===== config.mk =====
export PLATFORM = sky130hd
export DESIGN_NAME = fts_alu
export DESIGN_NICKNAME = d
export VERILOG_FILES = /design/src/fts_pkg.sv /design/src/fts_alu.sv
export SDC_FILE = /design/constraint.sdc
export NUM_CORES = 1
export LEC_CHECK = 0
export ABC_AREA = 1
export BUFFER_PORTS_ARGS = -buffer_cell sky130_fd_sc_hd__buf_2
export CAP_MARGIN = 10
export CELL_PAD_IN_SITES_DETAIL_PLACEMENT = 0
export CELL_PAD_IN_SITES_GLOBAL_PLACEMENT = 1
export CORE_ASPECT_RATIO = 1.25
export CORE_MARGIN = 3
export CORE_UTILIZATION = 45
export CTS_BUF_LIST = sky130_fd_sc_hd__clkbuf_8
export CTS_CLUSTER_DIAMETER = 40
export DETAILED_ROUTE_END_ITERATION = 6
export GPL_TIMING_DRIVEN = 0
export PLACE_DENSITY_LB_ADDON = 0.1
export SLEW_MARGIN = 20
export SYNTH_ARGS = -nofsm -noshare
export SYNTH_HDL_FRONTEND = slang
export SYNTH_SLANG_ARGS = --single-unit

===== constraint.sdc =====
create_clock -name clock -period 5.53 [get_ports clock]
set_input_delay 0.553 -clock clock [delete_from_list [all_inputs] [get_ports clock]]
set_output_delay 0.553 -clock clock [all_outputs]
set_load 0.1 [all_outputs]

===== src/fts_pkg.sv =====
`timescale 1ns / 1ps
package fts_pkg;

   localparam int HISTORY_LEN = 8;
   localparam int QUEUE_LEN   = 16;
   localparam int TYPE_COUNT  = 8;

   localparam int HIST_IDX_W  = (HISTORY_LEN > 1) ? $clog2(HISTORY_LEN) : 1;
   localparam int HIST_CNT_W  = $clog2(HISTORY_LEN + 1);
   localparam int QUEUE_IDX_W = (QUEUE_LEN > 1) ? $clog2(QUEUE_LEN) : 1;
   localparam int QUEUE_CNT_W = $clog2(QUEUE_LEN + 1);
   localparam int TYPE_IDX_W  = (TYPE_COUNT > 1) ? $clog2(TYPE_COUNT) : 1;
   localparam int HIST_HALF   = HISTORY_LEN / 2;

   localparam logic [47:0] TIME_MASK  = 48'hFFFF_FFFF_FFFF;
   localparam logic [50:0] PROD_LIMIT = 51'h4_0000_0000_0000;

   typedef enum logic [2:0] {
      CMD_EVENT    = 3'd0,
      CMD_SCHEDULE = 3'd1,
      CMD_TICK     = 3'd2,
      CMD_SET      = 3'd3,
      CMD_CLEAR    = 3'd4
   } cmd_type;

   typedef enum logic [1:0] {
      STAT_ON_TIME = 2'd0,
      STAT_LATE    = 2'd1,
      STAT_DROPPED = 2'd2
   } status_type;

   typedef enum logic {
      ALU_DIV = 1'b0,
      ALU_MUL = 1'b1
   } alu_op_type;

   typedef struct packed {
      logic        go;
      alu_op_type  op;
      logic [47:0] opa;
      logic [31:0] opb;
   } alu_cmd_type;

endpackage


===== src/fts_alu.sv =====
`timescale 1ns / 1ps
module fts_alu (
   input  logic                clock,
   input  logic                reset,
   input  fts_pkg::alu_cmd_type cmd,
   output logic                done,
   output logic [50:0]         result
);

   logic                busy_ff, busy_in;
   logic                done_ff, done_in;
   fts_pkg::alu_op_type op_ff, op_in;
   logic [5:0]          cnt_ff, cnt_in;
   logic [47:0]         sh_ff, sh_in;
   logic [32:0]         rem_ff, rem_in;
   logic [51:0]         acc_ff, acc_in;
   logic                ovf_ff, ovf_in;
   logic [47:0]         a_ff, a_in;
   logic [31:0]         b_ff, b_in;

   logic [32:0] trial;
   logic [51:0] nx;

   always_comb begin
      busy_in = busy_ff;
      done_in = 1'b0;
      op_in   = op_ff;
      cnt_in  = cnt_ff;
      sh_in   = sh_ff;
      rem_in  = rem_ff;
      acc_in  = acc_ff;
      ovf_in  = ovf_ff;
      a_in    = a_ff;
      b_in    = b_ff;
      trial   = {rem_ff[31:0], sh_ff[47]};
      nx      = {acc_ff[50:0], 1'b0} + (sh_ff[47] ? {4'd0, a_ff} : 52'd0);
      if (cmd.go && !busy_ff) begin
         busy_in = 1'b1;
         op_in   = cmd.op;
         if (cmd.op == fts_pkg::ALU_DIV) begin
            sh_in  = cmd.opa;
            b_in   = cmd.opb;
            rem_in = '0;
            cnt_in = 6'd47;
         end else begin
            sh_in  = {cmd.opb, 16'd0};
            a_in   = cmd.opa;
            acc_in = '0;
            ovf_in = 1'b0;
            cnt_in = 6'd31;
         end
      end else if (busy_ff) begin
         if (op_ff == fts_pkg::ALU_DIV) begin
            if (trial >= {1'b0, b_ff}) begin
               rem_in = trial - {1'b0, b_ff};
               sh_in  = {sh_ff[46:0], 1'b1};
            end else begin
               rem_in = trial;
               sh_in  = {sh_ff[46:0], 1'b0};
            end
         end else begin
            sh_in = {sh_ff[46:0], 1'b0};
            if (!ovf_ff) begin
               if (nx > {1'b0, fts_pkg::PROD_LIMIT}) begin
                  ovf_in = 1'b1;
               end else begin
                  acc_in = nx;
               end
            end
         end
         cnt_in = cnt_ff - 6'd1;
         if (cnt_ff == 6'd0) begin
            busy_in = 1'b0;
            done_in = 1'b1;
         end
      end
   end

   always_ff @(posedge clock) begin
      if (reset) begin
         busy_ff <= 1'b0;
         done_ff <= 1'b0;
      end else begin
         busy_ff <= busy_in;
         done_ff <= done_in;
      end
      op_ff  <= op_in;
      cnt_ff <= cnt_in;
      sh_ff  <= sh_in;
      rem_ff <= rem_in;
      acc_ff <= acc_in;
      ovf_ff <= ovf_in;
      a_ff   <= a_in;
      b_ff   <= b_in;
   end

   assign done   = done_ff;
   assign result = (op_ff == fts_pkg::ALU_DIV) ? {3'd0, sh_ff}
                 : (ovf_ff ? fts_pkg::PROD_LIMIT : acc_ff[50:0]);

endmodule


==> results.sh, run 1 <==
export IMPL_status="finished with violations"
export IMPL_violations="DRC"
export IMPL_area_growth_pct=14.12
export IMPL_routed_wirelength_mm=53.24
export IMPL_setup_viol=0
export IMPL_start_util_pct=45.92
export IMPL_async_flop_share_pct=0
export IMPL_finalPower_mw=5.606
export IMPL_syn_area_um2=15560
export IMPL_cp_required_ns=5.73
export IMPL_fin_worst_skew_ns=0.04807
export IMPL_cts_buffer_depth=3
export IMPL_syn_nets=2256
export IMPL_whs_path_depth=2
export IMPL_cts_htree_levels=2
export IMPL_grt_max_degree=50
export IMPL_dr_total_vias=14300
export IMPL_die_h_um=213.9
export IMPL_grt_overflow=0
export IMPL_syn_area_per_cell_um2=7.443
export IMPL_report_final_slew_viol_count=0
export IMPL_die_width_um=172.3
export IMPL_antenna_found_initial=0
export IMPL_worstPathCellList="clkbuf_1, clkbuf_2, clkbuf_2, nand2_1, inv_1, ha_1, inv_1, fa_1, inv_1, nand3_1, nand2_1, nand3_1, nand3_1, xnor2_1, nand2_1, nor2_1, nand3_1, nor3_2, nand3_1, nand3_2, nand2_2, nor2_2"
export IMPL_grt_pass1_wl_mm=79.15
export IMPL_grt_use_total_pct=28.65
export IMPL_synth_edf_count=219
export IMPL_grtUsageMet3_pct=3.430
export IMPL_worst_slew_pin_transition_ns=0.9090
export IMPL_rows=75
export IMPL_postRouteAntennaNets=0
export IMPL_grtUsageMet1_pct=36.96
export IMPL_fin_hold_ws_ns=0.1290
export IMPL_ys_seq_elements=221
export IMPL_fin_crit_ns=5.154
export IMPL_drive_gt1_share_pct=11.23
export IMPL_period_share_pct=93.19
export IMPL_remaining_drc_errors=6
export IMPL_yosys_warnings=0
export IMPL_use_met2_pct=49.48
export IMPL_max_freq_mhz=194.0
export IMPL_drtPass1Iterations=7
export IMPL_cp_slowest_stage_delay_ns=0.53
export IMPL_yosysUniqueCellTypes=42
export IMPL_path_max_fanout=12
export IMPL_antenna_cells=0
export IMPL_ios=136
export IMPL_final_cell_area_um2=17750
export IMPL_synth_cells=2090
export IMPL_holdBufCountCts=0
export IMPL_placed_cell_area_um2=16920
export IMPL_synthFlopType="edfxtp_1"
export IMPL_io_buffers=135
export IMPL_grt_pass1_vias=14050
export IMPL_fin_cells=2768
export IMPL_start_kind="register"
export IMPL_path_class="reg2reg"
export IMPL_dieArea_um2=36850
export IMPL_end_kind="register"
export IMPL_core_area_um2=33880
export IMPL_viasPerCell=5.166
export IMPL_p_leak_nw=8.559
export IMPL_drt_iter0_markers=1128
export IMPL_cts_inserted_buffers=41
export IMPL_cts_tree="yes"
export IMPL_post_drt_wl_per_cell_um=19.23
export IMPL_slowest_stage="nor2_2"
export IMPL_dp_hpwl_mm=43.53
export IMPL_maxCapViolCount=0
export IMPL_rsz0062_at_grt="false"
export IMPL_peakVddDrop_uv=146.8
export IMPL_insertion_delay_ns=0.61
export IMPL_gp_congestion=0.9421
export IMPL_cts_root_buf="clkbuf_8"
export IMPL_cp_common_cell="nand3_1"
export IMPL_final_core_util_pct=52.41
export IMPL_path_clk_slew_ns=0.07
export IMPL_worstPathArrival_ns=5.35
export IMPL_reg2reg_depth=22
export IMPL_fill_cells=3473
export IMPL_cp_top_family="simple AND/OR/NAND/NOR gates"
export IMPL_hold_violations=0
export IMPL_power_density_nw_per_um2=315.8
export IMPL_synth_seq_area_share_pct=42.53
export IMPL_clock_sinks=221
export IMPL_max_slew_margin_pct=39.40
export IMPL_hp_class="in2reg"
export IMPL_path_depth=22
export IMPL_crit_buf_inv=6
export IMPL_placed_cells_incl_taps=2691
export IMPL_nNetsFinal=2444
export IMPL_busiest_layer="met2"
==> power by group <==
group / internal [mW] / switching (mW) / leakage [nW] / total [mW]
registers: 2.06 / 0.0694 / 2.11 / 2.13
clock network: 0.850 / 0.736 / 0.458 / 1.59
logic: 0.534 / 1.36 / 5.99 / 1.89
total: 3.44 / 2.16 / 8.56 / 5.61
==> path summary, 6_finish.rpt <==
path	startpoint	to	slack [ns]
setup / recovery	sh_ff[47]	acc_ff[40]	0.38
hold / removal	reset	done	0.13
setup reg to reg	sh_ff[47]	acc_ff[40]	0.38
hold reg to reg	busy_ff	done	0.48
==> area by class of cell <==
| cell class | instances | area (µm²) | share of cell area, % |
|---|---|---|---|
| multi-input cells | 1439 | 7312 | 41.19 |
| flip-flops and latches | 221 | 6616 | 37.27 |
| inverters | 379 | 1425 | 8.027 |
| repair buffers | 144 | 800.8 | 4.511 |
| clock buffers | 42 | 578.1 | 3.256 |
| well taps | 462 | 578.1 | 3.256 |
| plain buffers | 52 | 231.5 | 1.304 |
| clock inverters | 29 | 211.5 | 1.191 |
==> state kept, by name, indices dropped and copies added, names as in the netlist <==
name / flops
acc_ff: 51
cnt_ff: 6
busy_ff: 1
ovf_ff: 1
done: 1
b_ff: 32
rem_ff: 32
a_ff: 48
sh_ff: 48
op_ff: 1
==> routing by layer <==
metal / part of all wire, % / wire (µm)
met3: 4.8 / 2553
met4: 3.9 / 2070
met2: 48 / 25660
met5: 0 / 0
met1: 43 / 22950
==> cell families (layout without fill, tap and decap cells) <==
logic type | Yosys count | after routing | synth area share [%]
AOI/OAI and AO/OA | 300 | 300 | 10.80
buffers and inverters | 431 | 646 | 10.58
adders and majority gates | 82 | 82 | 6.692
DFF | 221 | 221 | 42.53
and+or+nand+nor | 1015 | 1016 | 27.08
xor gates and xnor gates | 41 | 41 | 2.308
==> cells in the final DEF (no fill, tap or decap), types with 16 or more instances in the layout <==
master,count
nor2_2,16
inv_1,384
nor2_1,175
clkbuf_8,42
o21ai_0,109
a21oi_1,103
clkbuf_1,35
o211ai_1,35
nand3b_1,20
nand3_1,102
xnor2_1,25
o21ai_1,17
buf_2,141
edfxtp_1,219
ha_1,80
nand4_1,16
xor2_1,16
nand2_1,648
==> Yosys cell counts (4+ instances only) <==
library cell  instances  share of area (%)
o21bai_1              9               0.43
ha_1                 80                6.4
nand3_2               5               0.32
buf_1                 6               0.14
nor2_1              176                4.2
xor2_1               16               0.90
a31oi_1               4               0.16
inv_2                 8               0.19
nand3_1             102                3.3
nand2_2               7               0.28
nor2_2               16               0.64
o21ai_0             109                3.5
edfxtp_1            219                 42
clkbuf_1             38               0.92
nand4_1              16               0.64
inv_1               371                9.0
o211ai_1             35                1.7
nor3_1               11               0.35
buf_2                 5               0.16
nand3b_1             20               0.97
xnor2_1              25                1.4
a21o_1                4               0.19
nand2_1             648                 16
o21a_1                4               0.19
a21oi_1             103                3.3
o21ai_1              17               0.55
nor4_1                4               0.16
==> per-stage QoR <==
step	setup TNS, ns	setup slack (ns)
floorplan	0	0.7889
global placement	-72.01	-1.420
detailed placement	-8.602	-0.2780
CTS	0	0.01775
global route	0	0.08301
finish	0	0.3763
==> what timing repair did <==
action,4_1_cts,5_1_grt
resized for setup,1,2
pin swaps,1,1
buffers inserted,0,5
endpoints found under the setup margin,51,51
gates cloned,1,0
Note: power is estimated with default switching activity, not from simulation.
==> run 2: changes to the inputs <==
--- a/config.mk
+++ b/config.mk
@@ -11,7 +11,6 @@
 export CELL_PAD_IN_SITES_DETAIL_PLACEMENT = 0
 export CELL_PAD_IN_SITES_GLOBAL_PLACEMENT = 1
 export CORE_ASPECT_RATIO = 1.25
-export CORE_MARGIN = 3
 export CORE_UTILIZATION = 45
 export CTS_BUF_LIST = sky130_fd_sc_hd__clkbuf_8
 export CTS_CLUSTER_DIAMETER = 40
==> constraint.sdc (replaced) <==
create_clock -name clock -period 5.5 [get_ports clock]
set_input_delay 0.55 -clock clock [delete_from_list [all_inputs] [get_ports clock]]
set_output_delay 0.55 -clock clock [all_outputs]
set_load 0.1 [all_outputs]
==> run 2 against run 1 <==
Net effect:
- the run now ends clean
- cell area fell by 0.18%
- worst hold slack improved by 0.024 ns
- critical path depth grew 1
- critical path type unchanged
- global-route usage rose by 1.8 points
- clock power about the same
- final cell count decreased by 1.5%
- clock skew fell by 0.0090 ns
- first-iteration DRC count rose by 13%
- setup slack worse by 0.079 ns
==> results.sh, run 2 (synthesized netlist as in run 1, its figures left out) <==
export IMPL_power_density_nw_per_um2=318.1
export IMPL_cp_required_ns=5.74
export IMPL_status="finished, final reports clean"
export IMPL_gp_congestion=0.9378
export IMPL_cts_root_buf="clkbuf_8"
export IMPL_rsz0062_at_grt="false"
export IMPL_hp_class="in2reg"
export IMPL_whs_path_depth=2
export IMPL_io_buffers=135
export IMPL_fin_crit_ns=5.203
export IMPL_path_max_fanout=26
export IMPL_postRouteAntennaNets=0
export IMPL_end_kind="register"
export IMPL_maxCapViolCount=0
export IMPL_largest_reg_flops=51
export IMPL_cts_htree_levels=2
export IMPL_dieArea_um2=35320
export IMPL_dr_total_vias=14310
export IMPL_drt_iter0_markers=1276
export IMPL_remaining_drc_errors=0
export IMPL_insertion_delay_ns=0.58
export IMPL_die_h_um=209.9
export IMPL_grt_use_total_pct=30.41
export IMPL_max_slew_margin_pct=39.28
export IMPL_grt_pass1_vias=14280
export IMPL_grt_pass1_wl_mm=80.35
export IMPL_dp_hpwl_mm=43.84
export IMPL_path_class="reg2reg"
export IMPL_fin_hold_ws_ns=0.1528
export IMPL_rows=75
export IMPL_nNetsFinal=2442
export IMPL_clock_sinks=221
export IMPL_routed_wirelength_mm=53.05
export IMPL_max_freq_mhz=192.2
export IMPL_setup_viol=0
export IMPL_worst_slew_pin_transition_ns=0.9108
export IMPL_fin_worst_skew_ns=0.03909
export IMPL_layout_setup_ws_ns=0.2974
export IMPL_drtPass1Iterations=6
export IMPL_wl_met2_mm=25.91
export IMPL_dr_wl_met3_mm=3.141
export IMPL_start_util_pct=46.05
export IMPL_grt_max_degree=50
export IMPL_report_final_slew_viol_count=0
export IMPL_post_drt_wl_per_cell_um=19.45
export IMPL_core_area_um2=33780
export IMPL_r2r_setup_slack_ns=0.30
export IMPL_p_leak_nw=8.536
export IMPL_most_common_layout_cells="nand2_1, inv_1, edfxtp_1, nor2_1, buf_2"
export IMPL_area_growth_pct=13.91
export IMPL_path_clk_slew_ns=0.06
export IMPL_wl_met1_mm=21.91
export IMPL_cts_setup_buffers=0
export IMPL_viasPerCell=5.249
export IMPL_reg2reg_depth=23
export IMPL_holdBufCountCts=0
export IMPL_place_ws_ns=0.1508
export IMPL_worstPathArrival_ns=5.44
export IMPL_grt_overflow=0
export IMPL_peakVddDrop_uv=174.2
export IMPL_cts_buffer_depth=3
export IMPL_start_kind="register"
export IMPL_regMostFlops="acc_ff"
export IMPL_cts_inserted_buffers=43
export IMPL_die_width_um=168.3
export IMPL_antenna_cells=0
export IMPL_top_layer="met5"
export IMPL_fill_cells=3426
export IMPL_period_share_pct=94.59
export IMPL_cts_tree="yes"
export IMPL_final_common_cell="nand2_1"
export IMPL_reg_top3="acc_ff x51, a_ff x48, sh_ff x48"
export IMPL_hold_violations=0
export IMPL_antenna_found_initial=1
export IMPL_ios=136
export IMPL_drive_gt1_share_pct=11.02
## run 2: layout make-up
type                            instances  area (µm²)  area share, %
Tap cell                              423       529.3          2.987
Timing Repair Buffer                  141       810.8          4.575
Clock buffer                           43       591.8          3.340
Multi-Input combinational cell       1438        7306          41.23
Clock inverter                         30       214.0          1.207
Inverter                              379        1425          8.042
Sequential cell                       221        6616          37.34
Buffer                                 52       227.7          1.285
## run 2: final timing paths
| kind | startpoint | endpoint |
|---|---|---|
| setup / recovery | sh_ff[47] | acc_ff[31] |
| hold / removal | reset | done |
| setup reg to reg | sh_ff[47] | acc_ff[31] |
| hold reg to reg | busy_ff | done |
## run 2: repair_timing
action,CTS,global route
setup endpoints to repair,0,50
resized for setup,0,2
hold endpoints to repair,0,0
## run 2: power breakdown
part / total [mW] / leakage (nW) / switching [mW] / internal [mW]
combinational: 1.90 / 5.98 / 1.36 / 0.537
sequential: 2.14 / 2.11 / 0.0675 / 2.07
clock: 1.60 / 0.446 / 0.733 / 0.869
## run 2: routing by layer
metal	vias up	global-route usage (%)
met5	-	0
met4	2	12.45
met3	98	3.432
met2	494	53.33
met1	6613	37.93
li1	7106	-
## run 2: through the flow
step                setup TNS (ns)  total power [mW]  std cells  area (µm²)  util (%)
finish                           0             5.637       2727       17720     52.46
global route                     0             5.923       2727       17720     52.46
CTS                              0             5.651       2727       17720     52.45
detailed placement               0             4.055       2654       16910     50.07
global placement            -79.11             4.029       2648       16760     49.61
floorplan                        0             3.505       2090       15560         -
## run 2: critical path, cell delays in order (launching register included)
cell      delay [ns]
edfxtp_1        0.32
clkbuf_1        0.31
clkbuf_1        0.51
clkbuf_2        0.41
nand2_1         0.10
inv_1           0.07
ha_1            0.25
inv_1           0.08
fa_1            0.41
inv_1           0.14
nand3_1         0.08
nand2_1         0.20
nand2_1         0.07
nand2_1         0.20
xnor2_1         0.18
nand2_1         0.08
nor2_1          0.22
nand3_1         0.20
nor3_2          0.30
nand3_1         0.14
nand3_2         0.10
nand2_2         0.09
nor2_4          0.18
buf_12          0.21
